`config.mk`:
```
export PLATFORM = sky130hd
export DESIGN_NAME = gap_framed_length_prefixed_deframer_core
export DESIGN_NICKNAME = d
export VERILOG_FILES = /design/src/sv/gfd_pkg.sv /design/src/sv/gap_framed_length_prefixed_deframer_core.sv
export VERILOG_INCLUDE_DIRS = /design/src /design/src/sv
export SDC_FILE = /design/constraint.sdc
export NUM_CORES = 1
export LEC_CHECK = 0
export ABC_AREA = 0
export CORE_UTILIZATION = 50
export DETAILED_ROUTE_END_ITERATION = 16
export DONT_BUFFER_PORTS = 1
export HOLD_SLACK_MARGIN = 0.08
export SLEW_MARGIN = 20
export SYNTH_ARGS = -nofsm -noshare
export SYNTH_HDL_FRONTEND = slang
export SYNTH_SLANG_ARGS = --single-unit
```
`constraint.sdc`:
```
create_clock -name clk_i -period 6.7 [get_ports clk_i]
set_input_delay 0.335 -clock clk_i [delete_from_list [all_inputs] [get_ports clk_i]]
set_output_delay 0.335 -clock clk_i [all_outputs]
set_load 0.05 [all_outputs]
```
`src/sv/gap_framed_length_prefixed_deframer_core_macros.svh`:
```
// ----------------------------------------------------------------------------
// Assertion macros for the length-prefixed deframer
// Shared concurrent assertion forms, clocked on clk_i with rst_ni as disable.
// ----------------------------------------------------------------------------
`ifndef GAP_FRAMED_LENGTH_PREFIXED_DEFRAMER_CORE_MACROS_SVH
`define GAP_FRAMED_LENGTH_PREFIXED_DEFRAMER_CORE_MACROS_SVH

// Same-cycle implication, checked at every clock edge outside reset.
`define GFD_ASSERT_NOW(label, ante, cons, msg) \
  label: assert property (@(posedge clk_i) disable iff (!rst_ni) (ante) |-> (cons)) \
    else $error(msg);

// Next-cycle implication, checked at every clock edge outside reset.
`define GFD_ASSERT_NEXT(label, ante, cons, msg) \
  label: assert property (@(posedge clk_i) disable iff (!rst_ni) (ante) |=> (cons)) \
    else $error(msg);

`endif

```
`src/sv/gfd_pkg.sv`:
```
// ----------------------------------------------------------------------------
// Deframer package
// Field widths and register addressing for the length-prefixed deframer.
// ----------------------------------------------------------------------------
`default_nettype none

package gfd_pkg;

  // Field widths
  localparam int unsigned ByteW  = 8;
  localparam int unsigned GapW   = 16;
  localparam int unsigned ApbW   = 32;
  localparam int unsigned AddrW  = 3;

  // Register indexes, taken from paddr[2]
  typedef enum logic {
    REG_GAP_TICKS  = 1'b0,
    REG_MAX_LENGTH = 1'b1
  } reg_idx_e;

  // Reset values of the configuration registers
  localparam logic [GapW-1:0]  GapTicksRst  = 16'd5;
  localparam logic [ByteW-1:0] MaxLengthRst = 8'd32;

endpackage : gfd_pkg

`default_nettype wire

```
`src/sv/gap_framed_length_prefixed_deframer_core.sv`:
```
// ----------------------------------------------------------------------------
// Gap-framed length-prefixed deframer core
// Splits a byte stream into frames by idle gaps and a length header byte.
// ----------------------------------------------------------------------------
// Usage:
// The input channel carries one word per item: mode_i = 0 is one elapsed tick,
// mode_i = 1 is a received byte on rx_byte_i. A byte that follows at least
// gap_ticks idle ticks is a length header (clamped to max_length) and makes no
// output. Later bytes up to that length leave on the output channel with
// their index; frame_last_o marks the final one and checksum_ok_o tells
// whether the XOR over the frame payload is zero. Extra bytes are dropped.
// out_valid_o is registered. One item is taken every cycle; the only limit is
// the single output register, so the input stalls exactly while a result is
// held and the receiver stalls. Reset empties the output register, saturates
// the idle counter so the first byte is a header, and loads gap_ticks = 5 and
// max_length = 32. The APB registers (gap_ticks at 0x0, max_length at 0x4)
// must be written by the user only while idle; the block does not enforce it.
// ----------------------------------------------------------------------------
`default_nettype none

module gap_framed_length_prefixed_deframer_core
  import gfd_pkg::*;
#(
  parameter int unsigned IDLE_BITS = 16
) (
  input  wire logic             clk_i,
  input  wire logic             rst_ni,
  // Input channel
  input  wire logic             in_valid_i,
  output logic                  in_stall_o,
  input  wire logic             mode_i,
  input  wire logic [ByteW-1:0] rx_byte_i,
  // Output channel
  output logic                  out_valid_o,
  input  wire logic             out_stall_i,
  output logic [ByteW-1:0]      payload_byte_o,
  output logic [ByteW-1:0]      byte_index_o,
  output logic                  frame_last_o,
  output logic                  checksum_ok_o,
  // Configuration port
  input  wire logic             psel,
  input  wire logic             penable,
  input  wire logic             pwrite,
  input  wire logic [AddrW-1:0] paddr,
  input  wire logic [ApbW-1:0]  pwdata,
  output logic [ApbW-1:0]       prdata,
  output logic                  pready
);

  localparam int unsigned CmpW = (IDLE_BITS > GapW) ? IDLE_BITS : GapW;

  // Configuration registers
  logic [GapW-1:0]  gap_ticks_q;
  logic [ByteW-1:0] max_length_q;
  logic             cfg_wr;
  reg_idx_e         cfg_idx;

  assign pready  = 1'b1;
  assign cfg_idx = reg_idx_e'(paddr[2]);
  assign cfg_wr  = psel && penable && pwrite && pready;

  always_ff @(posedge clk_i or negedge rst_ni) begin
    if (!rst_ni) begin
      gap_ticks_q  <= GapTicksRst;
      max_length_q <= MaxLengthRst;
    end else if (cfg_wr) begin
      unique case (cfg_idx)
        REG_GAP_TICKS:  gap_ticks_q  <= pwdata[GapW-1:0];
        REG_MAX_LENGTH: max_length_q <= pwdata[ByteW-1:0];
        default: ;
      endcase
    end
  end

  // Register read-back
  always_comb begin
    unique case (cfg_idx)
      REG_GAP_TICKS:  prdata = ApbW'(gap_ticks_q);
      REG_MAX_LENGTH: prdata = ApbW'(max_length_q);
      default:        prdata = '0;
    endcase
  end

  // Frame state and output register
  logic [IDLE_BITS-1:0] idle_count_q, idle_count_d;
  logic [ByteW-1:0]     expected_length_q, expected_length_d;
  logic [ByteW-1:0]     bytes_taken_q, bytes_taken_d;
  logic [ByteW-1:0]     running_xor_q, running_xor_d;
  logic                 out_valid_q, out_valid_d;
  logic [ByteW-1:0]     payload_byte_q, byte_index_q;
  logic                 frame_last_q, checksum_ok_q;

  logic             in_acc;
  logic             idle_sat;
  logic             header;
  logic             produce;
  logic [ByteW-1:0] bytes_next;
  logic [ByteW-1:0] xor_next;
  logic [ByteW-1:0] length_clamped;

  // The input waits only while a held result is being stalled.
  assign in_stall_o = out_valid_q && out_stall_i;
  assign in_acc     = in_valid_i && !in_stall_o;

  // Header test: a saturated idle count always counts as a gap.
  assign idle_sat = &idle_count_q;
  assign header   = idle_sat || (CmpW'(idle_count_q) >= CmpW'(gap_ticks_q));

  assign produce        = mode_i && !header && (bytes_taken_q < expected_length_q);
  assign bytes_next     = bytes_taken_q + 1'b1;
  assign xor_next       = running_xor_q ^ rx_byte_i;
  assign length_clamped = (rx_byte_i > max_length_q) ? max_length_q : rx_byte_i;

  // Next frame state for one accepted word.
  always_comb begin
    idle_count_d      = idle_count_q;
    expected_length_d = expected_length_q;
    bytes_taken_d     = bytes_taken_q;
    running_xor_d     = running_xor_q;
    if (in_acc) begin
      if (!mode_i) begin
        if (!idle_sat) begin
          idle_count_d = idle_count_q + 1'b1;
        end
      end else begin
        idle_count_d = '0;
        if (header) begin
          expected_length_d = length_clamped;
          bytes_taken_d     = '0;
          running_xor_d     = '0;
        end else if (produce) begin
          bytes_taken_d = bytes_next;
          running_xor_d = xor_next;
        end
      end
    end
  end

  // Output valid: loaded on acceptance, else held while the receiver stalls.
  assign out_valid_d = in_acc ? produce : (out_valid_q && out_stall_i);

  always_ff @(posedge clk_i or negedge rst_ni) begin
    if (!rst_ni) begin
      idle_count_q      <= '1;
      expected_length_q <= '0;
      bytes_taken_q     <= '0;
      running_xor_q     <= '0;
      out_valid_q       <= 1'b0;
    end else begin
      idle_count_q      <= idle_count_d;
      expected_length_q <= expected_length_d;
      bytes_taken_q     <= bytes_taken_d;
      running_xor_q     <= running_xor_d;
      out_valid_q       <= out_valid_d;
    end
  end

  // Result payload, loaded only when a payload byte is emitted.
  always_ff @(posedge clk_i) begin
    if (in_acc && produce) begin
      payload_byte_q <= rx_byte_i;
      byte_index_q   <= bytes_taken_q;
      frame_last_q   <= (bytes_next == expected_length_q);
      checksum_ok_q  <= (bytes_next == expected_length_q) && (xor_next == '0);
    end
  end

  assign out_valid_o    = out_valid_q;
  assign payload_byte_o = payload_byte_q;
  assign byte_index_o   = byte_index_q;
  assign frame_last_o   = frame_last_q;
  assign checksum_ok_o  = checksum_ok_q;

  // Assertions
`include "gap_framed_length_prefixed_deframer_core_macros.svh"

  `GFD_ASSERT_NOW(a_taken_le_len, 1'b1, bytes_taken_q <= expected_length_q, "count over length")
  `GFD_ASSERT_NOW(a_ok_on_last, out_valid_o && checksum_ok_o, frame_last_o, "ok without last")
  `GFD_ASSERT_NEXT(a_tick_no_out, in_acc && !mode_i, !out_valid_o, "tick produced a result")
  `GFD_ASSERT_NEXT(a_index_seq, in_acc && produce, byte_index_o == $past(bytes_taken_q), "index")

endmodule : gap_framed_length_prefixed_deframer_core

`default_nettype wire
```
Word level (Yosys, flattened, before mapping). Cells that the tools add are included.

Bits in registers: 83. Input port bits: 51. Output and inout port bits: 53. Word-level logic and storage cells: 48.

Add/sub/neg operators: 2. $lt $le $gt $ge: 3. Equality and inequality tests: 2. Multiplexer cells: 9. Bitwise operators: 2. Reductions and logical operators: 19.

Operator list (count): 32-bit one-hot mux with 2 select lines (1); 8-bit 2-to-1 mux (5); 16-bit 2-to-1 mux (2); 16-bit by 1-bit adder with 16-bit output, second input constant (1); 16-bit >= comparator (1); 16-bit AND reduction (1); 8-bit by 1-bit adder with 8-bit output, second input constant (1); 8-bit == test (1); 8-bit greater-than comparator (1); 1-bit logical AND (8); 8-bit logical NOT (1); 8-bit < comparator (1); 8-bit bitwise XOR (1); 2-bit AND reduction (3); 3-bit AND reduction (2); 1-bit logical NOT (2); 2-bit != test, second input constant (1); 2-bit nonzero test (1); 1-bit logical OR (1); 1-bit 2-to-1 mux (1); 1-bit inverter (1).

Longest topological paths before layout. Gate-level depths: netlist (run 1).

Depth in word-level cells: 7. Gate-level depth with buffers: 10. Depth with buffers taken out: 8.

Worst setup path after synthesis (run 1). Ideal clock, no wire load.

Path kind: reg2reg. From: register max_length_q[5]. To: register expected_length_q[0]. Library setup time: 0.125 ns. Arrival time: 2.195 ns. Data required time: 6.575 ns. Setup slack: 4.381 ns. Stages on the path, launching flop included: 8. Buffers on the path: 0. Clock period less this slack: 2.319 ns. Cell sequence: dfstp_2 > inv_1 > ha_1 > a211oi_1 > nor2_1 > o32ai_4 > mux2_2 > mux2_2.

Word-level cells in the longest chain between the ends: 2.

Ends and longest elaborated chain: from (decl) (RTL line gap_framed_length_prefixed_deframer_core.sv:54) `logic [ByteW-1:0] max_length_q;`; from (signal assigned) (RTL line gap_framed_length_prefixed_deframer_core.sv:65) `max_length_q <= MaxLengthRst;`; from (signal assigned) (RTL line gap_framed_length_prefixed_deframer_core.sv:69) `REG_MAX_LENGTH: max_length_q <= pwdata[ByteW-1:0];`; 8-bit greater-than comparator (RTL line gap_framed_length_prefixed_deframer_core.sv:112) `assign length_clamped = (rx_byte_i > max_length_q) ? max_length_q : rx_byte_i;`; 8-bit 2-to-1 mux (RTL line gap_framed_length_prefixed_deframer_core.sv:112); to (signal assigned) (RTL line gap_framed_length_prefixed_deframer_core.sv:151) `expected_length_q <= expected_length_d;`; to (decl) (RTL line gap_framed_length_prefixed_deframer_core.sv:86) `logic [ByteW-1:0] expected_length_q, expected_length_d;`.

No other way between the ends. A chain may end at the register's enable or synchronous reset.

Final worst setup path (run 1).
From: register idle_count_q[1]. To: register byte_index_q[0] (netlist: byte_index_o[0]) (enable).

Word-level cells in the longest chain between the ends: 6. Elaborated cells between the ends (all ways): 7. Those cells by class: 1 x order compare; 6 x reduce/logical.

Ends and longest elaborated chain: from (decl) (RTL line gap_framed_length_prefixed_deframer_core.sv:85) `logic [IDLE_BITS-1:0] idle_count_q, idle_count_d;`; from (signal assigned) (RTL line gap_framed_length_prefixed_deframer_core.sv:150) `idle_count_q <= idle_count_d;`; 16-bit >= comparator or 16-bit AND reduction (tied branches) (RTL line gap_framed_length_prefixed_deframer_core.sv:107, gap_framed_length_prefixed_deframer_core.sv:106); 1-bit logical OR * (RTL line gap_framed_length_prefixed_deframer_core.sv:107) `assign header = idle_sat || (CmpW'(idle_count_q) >= CmpW'(gap_ticks_q));`; 1-bit logical NOT * (RTL line gap_framed_length_prefixed_deframer_core.sv:109) `assign produce = mode_i && !header && (bytes_taken_q < expected_length_q);`; 1-bit logical AND * (2 in a row) (RTL line gap_framed_length_prefixed_deframer_core.sv:109); 1-bit logical AND * (RTL line gap_framed_length_prefixed_deframer_core.sv:160) `if (in_acc && produce) begin`; to (signal assigned) (RTL line gap_framed_length_prefixed_deframer_core.sv:162) `byte_index_q <= bytes_taken_q;`; to (decl) (RTL line gap_framed_length_prefixed_deframer_core.sv:90) `logic [ByteW-1:0] payload_byte_q, byte_index_q;`.

Mark *: on every way between the ends. The rest lies on a longest branch, timed or not.

==> results of run 1 <==
==> per-stage QoR <==
step           instances   util
2_1_floorplan        488      -
3_5_place_dp         585  0.525
3_3_place_gp         585  0.525
5_1_grt              612  0.561
4_1_cts              612  0.561
6_report             612  0.561
==> sequential cells by signal (all words and copies together) (netlist names) <==
signal and flops:
payload_byte_o 8, idle_count_q 16, max_length_q 8, out_valid_o 1, expected_length_q 8, running_xor_q 8, bytes_taken_q 8, frame_last_o 1
gap_ticks_q 16, byte_index_o 8, checksum_ok_o 1
==> timing repair <==
item / in CTS / in global routing
hold endpoints to repair: 81 / 0
hold buffers: 11 / 0
setup endpoints to repair: 0 / 0
==> cell type report <==
class | instances | area [um2] | area share
Multi-Input combinational cell | 334 | 2450 | 0.463
Tap cell | 129 | 161 | 0.0305
Clock inverter | 5 | 57.6 | 0.0109
Sequential cell | 83 | 2190 | 0.415
Inverter | 39 | 146 | 0.0277
Clock buffer | 11 | 153 | 0.0289
Timing Repair Buffer | 11 | 128 | 0.0242
==> layer usage <==
metal,routed length (um),part of all wire
met1,5050,0.49
met3,594,0.058
met5,0,0
met2,4490,0.44
met4,145,0.014
==> worst max-delay path by stage <==
stage                     slack (ns)                         from                                to
after floorplan                 4.38  max_length_q[5]$_DFFE_PN1P_  expected_length_q[0]$_DFFE_PN0P_
after global placement          3.14  idle_count_q[1]$_DFFE_PN1P_         byte_index_o[2]$_DFFE_PP_
after detailed placement        3.10  idle_count_q[1]$_DFFE_PN1P_         byte_index_o[1]$_DFFE_PP_
after CTS                       3.09  idle_count_q[1]$_DFFE_PN1P_      running_xor_q[6]$_DFFE_PN0P_
after global routing            2.85  idle_count_q[1]$_DFFE_PN1P_      running_xor_q[6]$_DFFE_PN0P_
final                           3.10  idle_count_q[1]$_DFFE_PN1P_         byte_index_o[0]$_DFFE_PP_
==> cells in the mapped netlist (2+ instances only) <==
library cell	instances
buf_4	19
dfstp_2	19
xnor2_1	8
a21oi_1	19
or4_1	2
a211o_1	2
buf_6	4
mux2_2	28
nand3_1	9
o21ai_0	27
a221o_1	9
nor3_1	10
o21a_1	2
o211ai_1	2
buf_2	2
edfxtp_1	18
a211oi_1	4
dfrtp_1	46
ha_1	34
a21o_1	3
mux2i_1	19
clkbuf_1	7
and2_1	2
o2111ai_2	2
conb_1	2
xor2_1	9
nor4b_1	3
inv_1	39
or3_1	4
nand4_1	7
nor2b_1	11
nand2b_1	5
and3_1	3
nor2_1	33
a31oi_1	2
nand2_1	31
nor4_1	10
==> where the power goes <==
part / switching (W) / internal, W / total, W / leakage, nW
clock network: 0.000188 / 0.000196 / 0.000384 / 0.105
registers: 0.000152 / 0.000646 / 0.000797 / 0.928
logic: 0.000316 / 0.000218 / 0.000534 / 1.27
==> critical path: stages, from the launching register on <==
cell and delay [ns]:
dfstp_2 0.58, ha_1 0.25, nor2b_1 0.13, o211a_1 0.20
o311ai_0 0.31, nand3_1 0.77, nor2_4 0.97
==> kinds of logic (layout without fill, tap and decap cells) <==
group | Yosys count | in the layout | synth area share
muxes | 47 | 47 | 0.102
buffers and inverters | 71 | 66 | 0.0748
DFF | 83 | 83 | 0.442
adders and majority gates | 34 | 34 | 0.0859
and+or+nand+nor | 136 | 136 | 0.145
xor gates and xnor gates | 17 | 17 | 0.0301
other | 2 | 17 | 0.00152
AOI/OAI and AO/OA | 83 | 83 | 0.118
==> placed cells by master (no fill, tap or decap), types with 3 or more instances in the layout <==
master,n
nor4_1,10
nor3_1,10
a21oi_1,19
mux2i_1,19
nor2b_1,11
a211oi_1,4
dfstp_2,19
nand2b_1,5
nand2_1,31
mux2_2,28
xnor2_1,8
ha_1,34
nor4b_1,3
nand4_1,7
edfxtp_1,18
clkbuf_8,9
or3_1,4
a21o_1,3
nor2_1,33
dfrtp_1,46
xor2_1,9
inv_1,39
o21ai_1,8
and3_1,3
o21ai_0,20
conb_1,17
dlygate4sd3_1,10
a221o_1,9
nand3_1,9
==> results by group, run 1 <==
Route
  • Drt pass-1 iters: 5
  • Vias/cell: 5.68
  • Routed len/inst: 16.8 um
  • Via Count: 3,474
  • Detail Route Antenna Nets: 0
  • Final wirelength: 10.3 mm
  • Post-route DRC: 0
  • Starting DRT DRC Count: 137

Setup path
  • Crit. End Element: flip-flop
  • CP Max Fanout: 29
  • Worst EP arrival: 3.58 ns
  • Critical Path Start Type: flip-flop
  • Worst Reg-to-Reg Cells: 6
  • Critical path type: flip-flop to flip-flop
  • Flop2flop setup slack: 3.10 ns
  • RR Endpoint: byte_index_o[0]$_DFFE_PP_
  • R2R Path Start: idle_count_q[1]$_DFFE_PN1P_
  • Required @ worst endpoint: 6.68 ns

Finish
  • Area grow syn2layout: 6.70%
  • N_diodes: 0
  • Layout cells sized above 1: 0.149
  • Post-route cell area: 0.00528 mm2
  • Final net count: 563
  • Fillers: 844

Global route
  • GR peak layer: met2
  • First-pass GRT wire length: 17.2 mm
  • Met1 GRT Util: 0.317
  • GRT Residual Overflow: 0
  • GRT met2 Usage: 0.322
  • Met3 GRT Util: 0.0524
  • Pin count of the biggest net entering global routing: 66
  • Initial antenna violation count: 0
  • All-Layer GR Usage: 0.219
  • Vias in the first global route: 3,366

Clocking
  • CTS tree: yes
  • CTS resizes: 0
  • Clk sinks: 83
  • Reg clk slew, reported paths: 0.09 ns
  • H-tree levels: 3
  • Setup repair bufs after CTS: 0
  • Cts bufs inserted: 9
  • Clk Latency, worst-skew pair: 0.35 ns
  • Clock buffer depth: 2
  • CTS Root Cell: clkbuf_8

Floorplanning
  • Core area: 0.00942 mm2
  • Die H: 102 um
  • # rows: 35
  • IO Pins: 104
  • Initial core utilization: 0.526
  • Die area: 0.0103 mm2
  • Die Width: 102 um

Run
  • Max-cap violations: 0

Placed design
  • Detailed placement HPWL: 7.25 mm
  • Place WS: 3.10 ns
  • RePlAce Congestion: 0.844
  • Port bufs: 0
  • DP Area: 0.00495 mm2

Hold path
  • Hold path endpoint: gap_ticks_q[1]$_DFFE_PN0P_
  • Hold_sp: pwdata[1]
  • Worst min path class: input pin to flip-flop
  • Hold depth: 1

STA
  • RSZ-0062 raised after global routing: no
  • Final critical-path share of the clock period: 0.538
  • Final slew viol count: 0
  • Min Hold Slack: 0.126 ns
  • F_max: 0.278 GHz
  • # setup viols final: 0
  • Fin Setup TNS: 0 ns
  • Crit path setup slack, layout: 3.10 ns
  • Worst clock skew: 0.0177 ns
  • Slew Limit Headroom: 0.300
  • Worst slew pin tran: 1.04 ns
  • Final hold violation count: 0
  • Tmin final: 3.60 ns

Power and ir drop
  • Leak: 2.30 nW
  • Pwr per Cell Area: 325 mW/mm2
  • Power, Total: 0.00172 W
  • Max IR drop VDD: 0.156 mV

Logic synthesis
  • Top FF cell, synth: dfrtp_1
  • FFs w/ async S/R, synth: 0.783
  • Synth Instances: 473
  • Post-synth EDFFs: 18
  • Main area contributors after synthesis: dfrtp_1, edfxtp_1, dfstp_2
  • Yosys reg bits: 83
  • Register area share after synthesis: 0.442
  • Mapped Avg Cell Area: 10.5 um2
  • Number of warnings issued by yosys: 0
  • Post-synth top area cell: dfrtp_1
  • Yosys top cell area share: 0.232
  • Distinct cells, synth: 54
  • Mapped cell area: 0.00495 mm2

Run status
  • Status: finished clean
Note: power is estimated with default switching activity, not from simulation.
==> inputs of run 2 (changes only) <==
--- a/config.mk
+++ b/config.mk
@@ -6,11 +6,12 @@
 export SDC_FILE = /design/constraint.sdc
 export NUM_CORES = 1
 export LEC_CHECK = 0
-export ABC_AREA = 0
+export ABC_AREA = 1
 export CORE_UTILIZATION = 50
 export DETAILED_ROUTE_END_ITERATION = 16
 export DONT_BUFFER_PORTS = 1
 export HOLD_SLACK_MARGIN = 0.08
+export PLACE_DENSITY = 0.68
 export SLEW_MARGIN = 20
 export SYNTH_ARGS = -nofsm -noshare
 export SYNTH_HDL_FRONTEND = slang
==> constraint.sdc (replaced) <==
create_clock -name clk_i -period 3 [get_ports clk_i]
set_input_delay 0.15 -clock clk_i [delete_from_list [all_inputs] [get_ports clk_i]]
set_output_delay 0.15 -clock clk_i [all_outputs]
set_load 0.05 [all_outputs]
==> run 2 against run 1 <==
Compared with the run above:
- worst hold slack better by 0.072 ns
- critical endpoint is now idle_count_q[9]$_DFFE_PN1P_
- largest cell class unchanged
- power rose by 60%
- via count grew 21%
- synthesized cell count rose by 39%
- first-iteration DRC count decreased by 5.8%
- non-clock buffer count grew 18
- global-route usage increased by 0.82 points
- final cell count rose by 33%
==> results by group, run 2 <==
Run status
  • Status: finished clean

Finish
  • Cell Count, Final, Fillers Out: 814
  • N_diodes: 0
  • Final net count: 761
  • Fillers: 884
  • Layout cells sized above 1: 0.0852
  • Commonest non-fill, non-tap cells in the layout: nand2_1, inv_1, nand3_1
  • Area grow syn2layout: 10.3%
  • Commonest non-fill, non-tap cell in the layout: nand2_1
  • Top flop regs: gap_ticks_q: 16 flops, idle_count_q: 16 flops

STA
  • RSZ-0062 raised after global routing: no
  • Tmin final: 2.64 ns
  • F_max: 0.379 GHz
  • Final slew viol count: 0
  • Slew Limit Headroom: 0.324
  • Final critical-path share of the clock period: 0.879
  • # setup viols final: 0
  • Worst clock skew: 0.0161 ns
  • Worst slew pin tran: 1.01 ns
  • Fin Setup TNS: 0 ns
  • Final hold violation count: 0

Hold path
  • Worst min path class: input pin to flip-flop

Placed design
  • Post-Place Cells: 770
  • RePlAce Congestion: 0.910
  • Detailed placement HPWL: 7.99 mm
  • Port bufs: 0

Global route
  • First-pass GRT wire length: 18.7 mm
  • Initial antenna violation count: 0
  • Pin count of the biggest net entering global routing: 66
  • All-Layer GR Usage: 0.227
  • GRT Residual Overflow: 0
  • Vias in the first global route: 4,025

Logic synthesis
  • Distinct cells, synth: 35
  • FFs w/ async S/R, synth: 0.783
  • Mapped Avg Cell Area: 7.84 um2
  • Synth cell count leaders: nand2_1, inv_1, nand3_1, dfrtp_1, nor2_1
  • Yosys top cell area share: 0.224
  • Register area share after synthesis: 0.426
  • Count leader, synth: nand2_1
  • Post-synth top area cell: dfrtp_1
  • Mapped cell area: 0.00514 mm2
  • Main area contributors after synthesis: dfrtp_1, nand2_1, edfxtp_1
  • Synth Instances: 656
  • Number of warnings issued by yosys: 0
  • Top FF cell, synth: dfrtp_1
  • Post-synth EDFFs: 18
  • Yosys reg bits: 83

Setup path
  • Critical path type: flip-flop to flip-flop
  • Crit. End Element: flip-flop
  • CP Max Fanout: 20
  • Critical Path Start Type: flip-flop
  • Worst EP arrival: 2.90 ns
  • Required @ worst endpoint: 3.26 ns

Power and ir drop
  • Pwr per Cell Area: 485 mW/mm2
  • Leak: 2.85 nW
  • Max IR drop VDD: 0.301 mV

Clocking
  • Clock buffer depth: 2
  • CTS tree: yes
  • Clk sinks: 83
  • H-tree levels: 3
  • Cts bufs inserted: 9
  • CTS Root Cell: clkbuf_8
  • Clk Latency, worst-skew pair: 0.35 ns
  • Reg clk slew, reported paths: 0.09 ns
  • CTS resizes: 0

Floorplanning
  • Die H: 103 um
  • IO Pins: 104
  • Die Width: 103 um
  • # rows: 36
  • Initial core utilization: 0.521
  • Core area: 0.00986 mm2
  • Die area: 0.0107 mm2

Route
  • Via Count: 4,193
  • Final wirelength: 11.2 mm
  • Vias/cell: 5.15
  • Routed len/inst: 13.8 um
  • Post-route DRC: 0
  • Detail Route Antenna Nets: 0
  • Starting DRT DRC Count: 129
  • Drt pass-1 iters: 7

Run
  • Max-cap violations: 0
[run 2: changes by cell type in the layout (fill, tap and decap cells not counted), sizes merged, moves of 11 or more]
cell / previous run / this run
nor2b: 11 / 0
nand2: 31 / 202
mux2: 28 / 0
inv: 41 / 84
dlygate4sd3: 10 / 27
nor2: 34 / 47
mux2i: 19 / 0
nand3: 9 / 65
[run 2: worst paths after layout]
path,from,endpoint,slack (ns),cells past startpoint
max reg2reg,idle_count_q[0]$_DFFE_PN1P_,idle_count_q[9]$_DFFE_PN1P_,0.36,8
min in group asynchronous,rst_ni,running_xor_q[0]$_DFFE_PN0P_,0.34,2
max in group asynchronous,rst_ni,idle_count_q[15]$_DFFE_PN1P_,2.33,2
min reg2reg,gap_ticks_q[4]$_DFFE_PN0P_,gap_ticks_q[4]$_DFFE_PN0P_,0.49,2
min,in_valid_i,expected_length_q[4]$_DFFE_PN0P_,0.20,4
max,idle_count_q[0]$_DFFE_PN1P_,idle_count_q[9]$_DFFE_PN1P_,0.36,8
[run 2: what timing repair did]
action / 4_1_cts / 5_1_grt
hold buffers: 28 / 0
buffers inserted: 0 / 0
endpoints found under the hold margin: 121 / 0
[run 2: power by group]
group | switching (W) | internal, W | total, W
Combinational | 0.000414 | 0.000152 | 0.000566
Sequential | 0.0000529 | 0.00123 | 0.00128
Clock | 0.000433 | 0.000475 | 0.000907
[run 2: logic make-up after synthesis]
kind of cell	count (synthesis)	share of synthesized area
AND/OR/NAND/NOR	341	0.295
buffers and inverters	118	0.104
flip-flops	83	0.426
AO/OA/AOI/OAI	63	0.0650
adder cells (fa/ha/maj)	34	0.0827
XOR/XNOR	15	0.0255
other	2	0.00146
[run 2: metrics by stage]
stage | total power, W | area (um2) | utilization | worst slack, ns | hold slack [ns]
after floorplan | 0.00174 | 5200 | - | 0.924 | -0.146
after global placement | 0.00179 | 5150 | 0.522 | 0.535 | -0.144
after detailed placement | 0.00181 | 5150 | 0.522 | 0.422 | -0.143
after CTS | 0.00277 | 5670 | 0.575 | 0.383 | 0.190
after global routing | 0.00289 | 5670 | 0.575 | 0.0861 | 0.227
final | 0.00275 | 5670 | 0.575 | 0.363 | 0.198
[run 2: final cells by class]
class	count	area, um2	area share
Clock buffer	9	124	0.0218
Clock inverter	7	100	0.0177
Inverter	83	312	0.0549
Multi-Input combinational cell	470	2470	0.436
Tap cell	133	166	0.0293
Timing Repair Buffer	29	305	0.0538
Sequential cell	83	2190	0.386
[run 2: worst max-delay path: stages (launching register included)]
cell and delay (ns):
dfstp_2 0.40, ha_1 0.25, nand2_1 0.18, nor2_4 0.07, nand3_2 0.09, nor2_4 0.04, a21oi_1 0.67, inv_1 0.52
o21ai_0 0.32
[run 2: routing by layer]
layer | global-route usage | routed length, um
met5 | 0 | 0
met2 | 0.406 | 5650
met3 | 0.0457 | 482
met4 | 0.0813 | 221
met1 | 0.270 | 4850
==> inputs of run 3 (changes only) <==
--- a/config.mk
+++ b/config.mk
@@ -7,11 +7,14 @@
 export NUM_CORES = 1
 export LEC_CHECK = 0
 export ABC_AREA = 1
+export CAP_MARGIN = 5
+export CORE_MARGIN = 2
 export CORE_UTILIZATION = 50
 export DETAILED_ROUTE_END_ITERATION = 16
 export DONT_BUFFER_PORTS = 1
 export HOLD_SLACK_MARGIN = 0.08
 export PLACE_DENSITY = 0.68
+export REMOVE_ABC_BUFFERS = 1
 export SLEW_MARGIN = 20
 export SYNTH_ARGS = -nofsm -noshare
 export SYNTH_HDL_FRONTEND = slang
==> run 3 against run 2 <==
Compared with the run above:
- die area rose by 3.9%
- via count did not move
- critical path depth did not move
- non-clock buffer count did not move
- first-iteration DRC count rose by 29%
- cell area fell by 0.11%
- clock skew fell by 0.0094 ns
==> results by group, run 3 (synthesized netlist as in run 2, its figures left out) <==
Run status
  • Status: finished clean

Finish
  • Commonest non-fill, non-tap cells in the layout: nand2_1, inv_1, nand3_1
  • Final net count: 761
  • Fillers: 897
  • Top flop regs: gap_ticks_q: 16 flops, idle_count_q: 16 flops
  • Cell Count, Final, Fillers Out: 817
  • Layout cells sized above 1: 0.0837
  • N_diodes: 0
  • Area grow syn2layout: 10.1%
  • Commonest non-fill, non-tap cell in the layout: nand2_1

Clocking
  • CTS tree: yes
  • H-tree levels: 3
  • Setup repair bufs after CTS: 0
  • CTS Root Cell: clkbuf_8
  • Clk sinks: 83
  • Clk Latency, worst-skew pair: 0.36 ns
  • Cts bufs inserted: 9
  • Clock buffer depth: 2
  • Reg clk slew, reported paths: 0.08 ns

Floorplanning
  • Die H: 105 um
  • IO Pins: 104
  • Core area: 0.0101 mm2
  • # rows: 37
  • Die Width: 105 um
  • Initial core utilization: 0.507
  • Die area: 0.0111 mm2

STA
  • Final hold violation count: 0
  • Tmin final: 2.61 ns
  • Worst clock skew: 0.00674 ns
  • Slew Limit Headroom: 0.298
  • Final slew viol count: 0
  • RSZ-0062 raised after global routing: no
  • F_max: 0.383 GHz
  • Worst slew pin tran: 1.05 ns
  • Final critical-path share of the clock period: 0.871
  • Fin Setup TNS: 0 ns
  • Crit path setup slack, layout: 0.388 ns
  • # setup viols final: 0

Route
  • Post-route DRC: 0
  • Vias/cell: 5.13
  • Starting DRT DRC Count: 166
  • Detail Route Antenna Nets: 0
  • Drt pass-1 iters: 4
  • Final wirelength: 11.0 mm
  • Via Count: 4,193
  • Routed len/inst: 13.5 um

Setup path
  • Largest stage delay on the critical path: 0.67 ns
  • Crit path cell chain: ha_1 > nand2_1 > nor2_4 > nand3_2 > nor2_4 > a21oi_1 > inv_1 > o21ai_0
  • CP dominant cell by count: nor2_4
  • Worst EP arrival: 2.89 ns
  • CP Max Fanout: 20
  • Crit. End Element: flip-flop
  • Buf/Inv on CP: 1
  • Max stage delay cell, worst path: a21oi_1
  • Required @ worst endpoint: 3.28 ns
  • Critical Path Start Type: flip-flop
  • Critical path type: flip-flop to flip-flop
  • Critical path's top delay family: compound AO/OA/AOI/OAI gates

Hold path
  • Worst min path class: input pin to flip-flop

Run
  • Max-cap violations: 0

Global route
  • All-Layer GR Usage: 0.215
  • Initial antenna violation count: 0
  • Vias in the first global route: 4,190
  • GRT Residual Overflow: 0
  • Pin count of the biggest net entering global routing: 66
  • First-pass GRT wire length: 19.1 mm

Placed design
  • Port bufs: 0
  • Detailed placement HPWL: 7.73 mm
  • Post-Place Cells: 773
  • RePlAce Congestion: 0.834
  • Place WS: 0.425 ns

Power and ir drop
  • Pwr per Cell Area: 482 mW/mm2
  • Power, Total: 0.00273 W
  • Max IR drop VDD: 0.288 mV
  • Leak: 2.85 nW
==> run 3: cell types whose count changed in the layout (fill, tap and decap cells not counted), sizes merged <==
cell / before / now
clkinv: 2 / 3
clkinvlp: 2 / 1
==> run 3: cell type report <==
class	instances	area [um2]	share of cell area
clock buffers	9	124	0.0219
repair buffers	29	305	0.0539
multi-input cells	470	2470	0.436
flip-flops and latches	83	2190	0.387
clock inverters	7	90.1	0.0159
well taps	136	170	0.0300
inverters	83	312	0.0550
==> run 3: timing repair <==
| action | 4_1_cts | 5_1_grt |
|---|---|---|
| resized for setup | 0 | 0 |
| endpoints found under the hold margin | 125 | 0 |
| hold buffers | 28 | 0 |
| endpoints found under the setup margin | 0 | 0 |
==> run 3: power by group <==
| group | switching (W) | internal, W | total [W] | leakage (nW) |
|---|---|---|---|---|
| Clock | 0.000412 | 0.000466 | 0.000878 | 0.107 |
| Sequential | 0.0000510 | 0.00123 | 0.00128 | 0.983 |
| Combinational | 0.000421 | 0.000152 | 0.000574 | 1.76 |
==> run 3: worst min-delay path: cells and delay by family <==
family,cells,cell delay (ns)
simple gates,4,0.38
==> run 3: routing by layer <==
| metal | wire length, um | track usage |
|---|---|---|
| met1 | 4780 | 0.254 |
| met2 | 5560 | 0.382 |
| met3 | 376 | 0.0427 |
| met4 | 291 | 0.0829 |
| met5 | 0 | 0 |
==> run 3: per-stage QoR <==
step                      utilization  hold WS (ns)  cell area [um2]
final                           0.559         0.210             5660
after detailed placement        0.508        -0.144             5150
after global routing            0.559         0.221             5660
after global placement          0.508        -0.144             5150
after CTS                       0.559         0.211             5660
after floorplan                     -        -0.146             4970
==> run 3: final timing paths <==
kind / from / endpoint / slack, ns / cells past startpoint
worst max-delay path: idle_count_q[0]$_DFFE_PN1P_ / idle_count_q[13]$_DFFE_PN1P_ / 0.39 / 8
worst min-delay path: in_valid_i / expected_length_q[0]$_DFFE_PN0P_ / 0.21 / 4
worst max register to register: idle_count_q[0]$_DFFE_PN1P_ / idle_count_q[13]$_DFFE_PN1P_ / 0.39 / 8
worst min register to register: gap_ticks_q[1]$_DFFE_PN0P_ / gap_ticks_q[1]$_DFFE_PN0P_ / 0.49 / 2
max in group asynchronous: rst_ni / gap_ticks_q[0]$_DFFE_PN1P_ / 2.33 / 2
min in group asynchronous: rst_ni / max_length_q[6]$_DFFE_PN0P_ / 0.35 / 2
